==> src/hdl/prt_pkg.sv <==
// ----------------------------------------------------------------------------
// prt_pkg: shared constants and types of the pending request tracker
// Table geometry, operation codes, sequencer states and reset values.
// ----------------------------------------------------------------------------
`default_nettype none

package prt_pkg;

  localparam int TABLE_DEPTH = 16;
  localparam int IDX_W       = $clog2(TABLE_DEPTH);
  localparam int CNT_W       = $clog2(TABLE_DEPTH + 1);
  localparam int STAMP_W     = 32;
  localparam int TOKEN_W     = 64;
  localparam int MODE_W      = 3;
  localparam int AGE_W       = 16;
  localparam int ADDR_W      = 3;
  localparam int DATA_W      = 32;

  localparam logic [AGE_W-1:0] MAX_AGE_RST = 16'd5;

  // Register index decoded from paddr[2]
  localparam logic REG_MAX_AGE = 1'b0;

  typedef enum logic [MODE_W-1:0] {
    MODE_RECORD = 3'd0,
    MODE_CHECK  = 3'd1,
    MODE_TICK   = 3'd2,
    MODE_REAP   = 3'd3,
    MODE_CLEAR  = 3'd4
  } mode_t;

  typedef enum logic [2:0] {
    ST_IDLE = 3'b001,
    ST_SCAN = 3'b010,
    ST_FIN  = 3'b100
  } state_t;

endpackage : prt_pkg

`default_nettype wire

==> src/hdl/pending_request_tracker_top.sv <==
// ----------------------------------------------------------------------------
// pending_request_tracker_top: outstanding request table with timeout
// Records request tokens with a time stamp, matches and removes them, and
// reaps entries older than max_age with an in-place compacting scan.
// ----------------------------------------------------------------------------
//
//  Channel   Direction  Handshake             Payload
//  in_       input      in_valid / in_stall   in_mode, in_token
//  out_      output     out_valid / out_stall out_found, out_table_full,
//                                             out_reaped_count, out_occupancy
//  config    input      APB psel/penable      max_age at byte address 0
//
//  Sequence: record, tick, clear and unused modes go from idle straight to the
//  final step, which loads the output register; check and reap first run a
//  one-entry-per-cycle scan through the shared compare unit.
//  Reset (rst_n low, synchronous) empties the table, zeroes time, sets
//  max_age to 5. The table contents themselves are not cleared.
//  in_stall is high from acceptance until the result is loaded into the
//  output register; a held output stalls only the final sequencer step.
// ----------------------------------------------------------------------------
`default_nettype none

module pending_request_tracker_top
  import prt_pkg::*;
(
  input  wire logic               clk,
  input  wire logic               rst_n,
  // request input
  input  wire logic               in_valid,
  output logic                    in_stall,
  input  wire logic [MODE_W-1:0]  in_mode,
  input  wire logic [TOKEN_W-1:0] in_token,
  // result output
  output logic                    out_valid,
  input  wire logic               out_stall,
  output logic                    out_found,
  output logic                    out_table_full,
  output logic [CNT_W-1:0]        out_reaped_count,
  output logic [CNT_W-1:0]        out_occupancy,
  // configuration
  input  wire logic               psel,
  input  wire logic               penable,
  input  wire logic               pwrite,
  input  wire logic [ADDR_W-1:0]  paddr,
  input  wire logic [DATA_W-1:0]  pwdata,
  output logic [DATA_W-1:0]       prdata,
  output logic                    pready
);

  // table storage, written one entry per cycle, no reset
  logic [TOKEN_W-1:0] tok_mem   [TABLE_DEPTH];
  logic [STAMP_W-1:0] stamp_mem [TABLE_DEPTH];

  state_t             state_r, state_nxt;
  logic [CNT_W-1:0]   count_r, count_nxt;
  logic [STAMP_W-1:0] now_r, now_nxt;
  logic [AGE_W-1:0]   max_age_r, max_age_nxt;
  logic               reap_op_r, reap_op_nxt;
  logic [TOKEN_W-1:0] key_r, key_nxt;
  logic [CNT_W-1:0]   rd_r, rd_nxt;
  logic [CNT_W-1:0]   wr_r, wr_nxt;
  logic               found_r, found_nxt;
  logic               full_r, full_nxt;
  logic [CNT_W-1:0]   reaped_r, reaped_nxt;

  logic               out_valid_r, out_valid_nxt;
  logic               out_found_r, out_found_nxt;
  logic               out_full_r, out_full_nxt;
  logic [CNT_W-1:0]   out_reaped_r, out_reaped_nxt;
  logic [CNT_W-1:0]   out_occ_r, out_occ_nxt;

  logic               in_acc;
  logic               out_acc;
  logic               cfg_wr;
  logic               drop;
  logic               mem_we;
  logic [IDX_W-1:0]   mem_waddr;
  logic [TOKEN_W-1:0] mem_wtok;
  logic [STAMP_W-1:0] mem_wstamp;
  logic [TOKEN_W-1:0] rd_tok_r;
  logic [STAMP_W-1:0] rd_stamp_r;

  assign in_stall = (state_r != ST_IDLE);
  assign in_acc   = in_valid && !in_stall;
  assign out_acc  = out_valid_r && !out_stall;
  assign pready   = 1'b1;
  assign cfg_wr   = psel && penable && pwrite && pready;
  assign prdata   = (paddr[2] == REG_MAX_AGE) ? DATA_W'(max_age_r) : '0;

  assign out_valid        = out_valid_r;
  assign out_found        = out_found_r;
  assign out_table_full   = out_full_r;
  assign out_reaped_count = out_reaped_r;
  assign out_occupancy    = out_occ_r;

  prt_scan_unit u_scan (
    .reap_mode     (reap_op_r),
    .already_found (found_r),
    .key_token     (key_r),
    .entry_token   (rd_tok_r),
    .entry_stamp   (rd_stamp_r),
    .now           (now_r),
    .max_age       (max_age_r),
    .drop          (drop)
  );

  always_comb begin
    state_nxt      = state_r;
    count_nxt      = count_r;
    now_nxt        = now_r;
    max_age_nxt    = max_age_r;
    reap_op_nxt    = reap_op_r;
    key_nxt        = key_r;
    rd_nxt         = rd_r;
    wr_nxt         = wr_r;
    found_nxt      = found_r;
    full_nxt       = full_r;
    reaped_nxt     = reaped_r;
    out_valid_nxt  = out_valid_r;
    out_found_nxt  = out_found_r;
    out_full_nxt   = out_full_r;
    out_reaped_nxt = out_reaped_r;
    out_occ_nxt    = out_occ_r;
    mem_we         = 1'b0;
    mem_waddr      = count_r[IDX_W-1:0];
    mem_wtok       = in_token;
    mem_wstamp     = now_r;

    if (cfg_wr && (paddr[2] == REG_MAX_AGE)) begin
      max_age_nxt = pwdata[AGE_W-1:0];
    end

    // drop the held result once it is taken
    if (out_acc) begin
      out_valid_nxt = 1'b0;
    end

    case (state_r)
      ST_IDLE: begin
        if (in_acc) begin
          found_nxt   = 1'b0;
          full_nxt    = 1'b0;
          reaped_nxt  = '0;
          rd_nxt      = '0;
          wr_nxt      = '0;
          key_nxt     = in_token;
          reap_op_nxt = (in_mode == MODE_REAP);
          state_nxt   = ST_FIN;
          case (in_mode)
            MODE_RECORD: begin
              if (count_r >= CNT_W'(TABLE_DEPTH)) begin
                full_nxt = 1'b1;
              end else begin
                mem_we    = 1'b1;
                count_nxt = count_r + 1'b1;
              end
            end
            MODE_CHECK, MODE_REAP: begin
              state_nxt = ST_SCAN;
            end
            MODE_TICK: begin
              now_nxt = now_r + 1'b1;
            end
            MODE_CLEAR: begin
              reaped_nxt = count_r;
              count_nxt  = '0;
            end
            default: begin
            end
          endcase
        end
      end

      ST_SCAN: begin
        if (rd_r == count_r) begin
          // scan done: survivors sit below the write pointer
          if (reap_op_r) begin
            reaped_nxt = count_r - wr_r;
          end
          count_nxt = wr_r;
          state_nxt = ST_FIN;
        end else begin
          rd_nxt = rd_r + 1'b1;
          if (drop) begin
            found_nxt = found_r || !reap_op_r;
          end else begin
            // compact: move the kept entry down to the write pointer
            mem_we     = 1'b1;
            mem_waddr  = wr_r[IDX_W-1:0];
            mem_wtok   = rd_tok_r;
            mem_wstamp = rd_stamp_r;
            wr_nxt     = wr_r + 1'b1;
          end
        end
      end

      ST_FIN: begin
        // hold until the output register is free
        if (!out_valid_r || !out_stall) begin
          out_valid_nxt  = 1'b1;
          out_found_nxt  = found_r;
          out_full_nxt   = full_r;
          out_reaped_nxt = reaped_r;
          out_occ_nxt    = count_r;
          state_nxt      = ST_IDLE;
        end
      end

      default: begin
        state_nxt = ST_IDLE;
      end
    endcase
  end

  // Read at the next read pointer so the registered entry lines up with rd_r.
  // Compaction writes land below the read pointer, so no write hits the
  // entry being read.
  always_ff @(posedge clk) begin
    if (mem_we) begin
      tok_mem[mem_waddr]   <= mem_wtok;
      stamp_mem[mem_waddr] <= mem_wstamp;
    end
    rd_tok_r   <= tok_mem[rd_nxt[IDX_W-1:0]];
    rd_stamp_r <= stamp_mem[rd_nxt[IDX_W-1:0]];
  end

  always_ff @(posedge clk) begin
    if (!rst_n) begin
      state_r     <= ST_IDLE;
      count_r     <= '0;
      now_r       <= '0;
      max_age_r   <= MAX_AGE_RST;
      out_valid_r <= 1'b0;
    end else begin
      state_r     <= state_nxt;
      count_r     <= count_nxt;
      now_r       <= now_nxt;
      max_age_r   <= max_age_nxt;
      out_valid_r <= out_valid_nxt;
    end
  end

  always_ff @(posedge clk) begin
    reap_op_r    <= reap_op_nxt;
    key_r        <= key_nxt;
    rd_r         <= rd_nxt;
    wr_r         <= wr_nxt;
    found_r      <= found_nxt;
    full_r       <= full_nxt;
    reaped_r     <= reaped_nxt;
    out_found_r  <= out_found_nxt;
    out_full_r   <= out_full_nxt;
    out_reaped_r <= out_reaped_nxt;
    out_occ_r    <= out_occ_nxt;
  end

endmodule : pending_request_tracker_top

`default_nettype wire

==> src/hdl/prt_scan_unit.sv <==
// ----------------------------------------------------------------------------
// prt_scan_unit: per-entry keep/drop decision
// Shared compare unit used once per cycle while the table is scanned.
// ----------------------------------------------------------------------------
`default_nettype none

module prt_scan_unit
  import prt_pkg::*;
(
  input  wire logic               reap_mode,
  input  wire logic               already_found,
  input  wire logic [TOKEN_W-1:0] key_token,
  input  wire logic [TOKEN_W-1:0] entry_token,
  input  wire logic [STAMP_W-1:0] entry_stamp,
  input  wire logic [STAMP_W-1:0] now,
  input  wire logic [AGE_W-1:0]   max_age,
  output logic                    drop
);

  logic [STAMP_W-1:0] age;
  logic               expired;
  logic               match;

  // modular age, wraps with the time counter
  assign age     = now - entry_stamp;
  assign expired = age > STAMP_W'(max_age);
  assign match   = (entry_token == key_token);

  // drop only the first matching entry on a check
  assign drop = reap_mode ? expired : (match && !already_found);

endmodule : prt_scan_unit

`default_nettype wire
==> config.mk <==
export PLATFORM = sky130hd
export DESIGN_NAME = pending_request_tracker_top
export DESIGN_NICKNAME = d
export VERILOG_FILES = /design/src/hdl/prt_pkg.sv /design/src/hdl/pending_request_tracker_top.sv /design/src/hdl/prt_scan_unit.sv
export SDC_FILE = /design/constraint.sdc
export NUM_CORES = 2
export LEC_CHECK = 0
export BUFFER_PORTS_ARGS = -buffer_cell sky130_fd_sc_hd__clkbuf_2
export CAP_MARGIN = 20
export CORE_MARGIN = 3
export CORE_UTILIZATION = 45
export CTS_CLUSTER_DIAMETER = 50
export DETAILED_ROUTE_END_ITERATION = 10
export GPL_ROUTABILITY_DRIVEN = 0
export MAX_ROUTING_LAYER = met4
export PLACE_DENSITY_LB_ADDON = 0.15
export SYNTH_ARGS = -nofsm -noshare
export SYNTH_HDL_FRONTEND = slang
export SYNTH_HIERARCHICAL = 1
export SYNTH_SLANG_ARGS = --single-unit
==> constraint.sdc <==
create_clock -name clk -period 12 [get_ports clk]
set_input_delay 0.6 -clock clk [delete_from_list [all_inputs] [get_ports clk]]
set_output_delay 0.6 -clock clk [all_outputs]
set_load 0.05 [all_outputs]
==> summary.txt <==
Status: completed
DR WL/cell: 26.47 microns
Leakage: 27.78 nW
Main combinational cell family by area after synthesis: compound AO/OA/AOI/OAI gates
Largest area contributor in the netlist: edfxtp_1
First-pass GRT wire length: 290.5 mm
Final hold viol count: 0
Core Region: 163000 sq um
Syn. warnings: 6
Worst-path cell chain: inv_1 > ha_1 > fa_1 > nor2b_1 > nor2_1 > o221a_2 > o211ai_1 > a21boi_0 > xnor2_1 > ha_1 > nand4_1 > or4_1 > a211o_1 > a2111oi_2 > nand4_1 > nor4_1 > a41oi_1 > a211oi_4 > nand3_1 > a22o_1 > nor2_4 > buf_4 > buf_4
Number of global-route vias before repair: 42867
Overall Global Routing Usage: 23.93%
Register Area: 51970 sq um
P_sw: 0.002835 W
Post-synthesis mux area share: 6.798%
P&R area growth vs syn: 12.83%
Largest stage delay, worst path: 0.84 ns
Post-Synth Simple-Gate Area: 4.042%
Final setup vio count: 0
Post-synthesis adder-cell area fraction: 1.002%
P_int: 0.01050 W
PwrDens: 159.8 nW/um^2
Final clock skew: 0.03486 ns
Top cells by area, synth: edfxtp_1 (66%), o211ai_1 (6.9%), mux2_2 (5.9%)
Port buffer count: 120
Die area: 169200 sq um
Synth Area in Compound Gates: 12.27%
Met1 usage: 33.04%
Maximum VDD drop: 0.1312 mV
Slew HR: 20.21%
R2R Setup Slk: 3.62 ns
Largest net degree at the start of global routing: 181
Rows: 148
Die Width: 411.4 microns
FMAX: 119.3 MHz
Post-synth EDFFs: 1626
Multi-input logic area: 18980 sq um
Post-synthesis cell area: 73950 sq um
Crit. End Element: register
Area share of the largest cell type after synthesis: 66.03%
Post-Syn Area per Cell: 14.49 sq um
WP data arrival: 8.79 ns
Worst-path clk slew: 0.06 ns
Drt initial violations: 3989
GRT overflow: 0
Tcrit/Tclk final: 69.84%
Most common cell after layout, fill and taps aside: edfxtp_1
Share of cells above drive strength 1: 17.69%
Tightest Hold Check Type: input port to register
Commonest non-fill, non-tap cells in the layout: edfxtp_1 (1626), o211ai_1 (683), inv_1 (440), mux2_2 (386), o21ai_0 (375)
Critical path class: register to register
Clk_lat worst skew: 0.80 ns
CTS tree: yes
Max clock buf depth: 3
# clock sinks: 1783
Effective utilization at floorplan: 45.38%
Met2 usage: 37.75%
CTS resizes: 0
Hold Path Sink: max_age_r[14]
Hold Crit Start: pwdata[14]
Initial antenna violation count: 2
Detail Placement HPWL: 95.08 mm
Die Y: 411.4 microns
CTS buffer count: 189
Switch share: 21.27%
Post-Synthesis Cells: 5105
RSZ-0062 raised after global routing: false
Fraction of power consumed by the clock network: 44.0%
Final Util: 51.20%
Root Buffer: clkbuf_16
Fin crit period: 8.380 ns
Pre-antenna DRT Iters: 5
Remaining DRCs: 0
Met3 Use GR: 3.061%
Vias/cell: 5.805
Req. time, crit path: 12.41 ns
Fillers: 13775
Synth Register Bits: 1783
Reg2Reg Launch Point: now_r[0]
Combinational share of power: 4.5%
Buf/Inv on CP: 3
Setup WS pre-CTS: 3.635 ns
Critical path's slowest cell: buf_4
Number of distinct library cells after synthesis: 89
R2R Path End: tok_mem[0][39]
Async set or reset register ratio after synthesis: 0%
H-tree depth reported by CTS: 4
I/O pin count: 156
Critical Path Fanout Max: 40
Final Max Tran Viols: 0
Final ANT Viol Nets: 0
Synth Flop Type: edfxtp_1
Nets: 5367
Via Count: 43776
Hold depth: 3
Share of the yosys chip area belonging to registers: 70.28%
Reg power frac: 51.6%
Delay-heaviest family, CP: compound AO/OA/AOI/OAI gates
Post-Synth XOR/XNOR Area: 1.208%
TNS Setup: 0 ns
Final WL: 199.6 mm
Gr busiest metal: met2
R2R cell count: 23
Max_cap viols: 0
PnR worst setup slack: 3.620 ns
CP Launch Type: register
Worst Max-Slew Pin Slew: 1.187 ns
## routing by layer
metal / wire length [microns] / share of wire (%)
met5: 0 / 0
met4: 4746 / 2.4
met3: 11600 / 5.8
met2: 94210 / 47
met1: 89030 / 45
## tightest hold or removal path, cell delays in order
cell and delay [ns]:
clkbuf_2 0.08, nand2_1 0.04, a21boi_0 0.06
## what timing repair did
action                                  in CTS  in global routing
endpoints found under the hold margin       36                  0
hold buffers                                36                  0
endpoints found under the setup margin       0                  0
buffers inserted                             0                  0
## cells in the mapped netlist, types with 28 or more instances
cell      number
a21oi_1       44
ha_1          56
mux2_2       386
nor2_1        56
xor2_1        45
nor2b_1       29
inv_1        440
buf_2         99
o211ai_1     683
edfxtp_1    1626
nand4_1      100
nand2_1      285
mux2i_1       41
clkbuf_1     189
o211ai_2      29
dfxtp_1      157
nand3_1       32
o21ai_0      375
buf_4         28
xnor2_1       57
## worst max path at each step
stage               slack [ns]                to  cells after the start      from
floorplan                 1.70  stamp_mem[12][0]                     22  now_r[0]
global placement          3.69    tok_mem[3][28]                     21  now_r[0]
detailed placement        3.63    tok_mem[3][28]                     23  now_r[0]
CTS                       3.62    tok_mem[3][29]                     23  now_r[0]
global route              3.18    tok_mem[4][16]                     22  now_r[0]
finish                    3.62    tok_mem[0][39]                     23  now_r[0]
## flip-flops by register name (all words and copies together) (netlist names), 16 cells and up
signal and flops:
now_r 32, max_age_r 16, tok_mem 1024, key_r 64
rd_stamp_r 32, rd_tok_r 64, stamp_mem 512
## power groups by stage
stage	clock (W)	combinational (W)	sequential, W
finish	0.00586	0.000595	0.00688
detailed placement	0	0.000586	0.00701
floorplan	0	0.000385	0.00700
CTS	0.00597	0.000599	0.00688
global route	0.00621	0.000645	0.00688
global placement	0	0.000581	0.00701
## cell type report
type	instances	share of cell area [%]
Clock buffer	260	6.430
Sequential cell	1783	62.28
Tap cell	2175	3.261
Timing Repair Buffer	230	2.126
Multi-Input combinational cell	2551	22.75
Inverter	445	2.017
Antenna cell	2	0.005998
Clock inverter	95	1.123
## kinds of logic (layout without fill, tap and decap cells)
kind of cell	count (synthesis)	count (layout)
buf+inv	786	1030
xor+xnor	102	102
flops	1783	1783
other cells	2	19
simple gates	612	612
fa+ha+maj	58	58
compound gates	1311	1311
mux	451	451
## per-stage QoR
stage                     total power [W]  area, sq um  hold WS [ns]  cells
final                             0.01333        83440       0.05400   7541
after global routing              0.01374        83440       0.02145   7539
after CTS                         0.01345        83370     0.0001262   7536
after detailed placement         0.007593        76700        0.4061   7145
after global placement           0.007587        76700        0.4003   7145
after floorplan                  0.007383        74010        0.4003   5120
(Power assumes the default switching activity.)
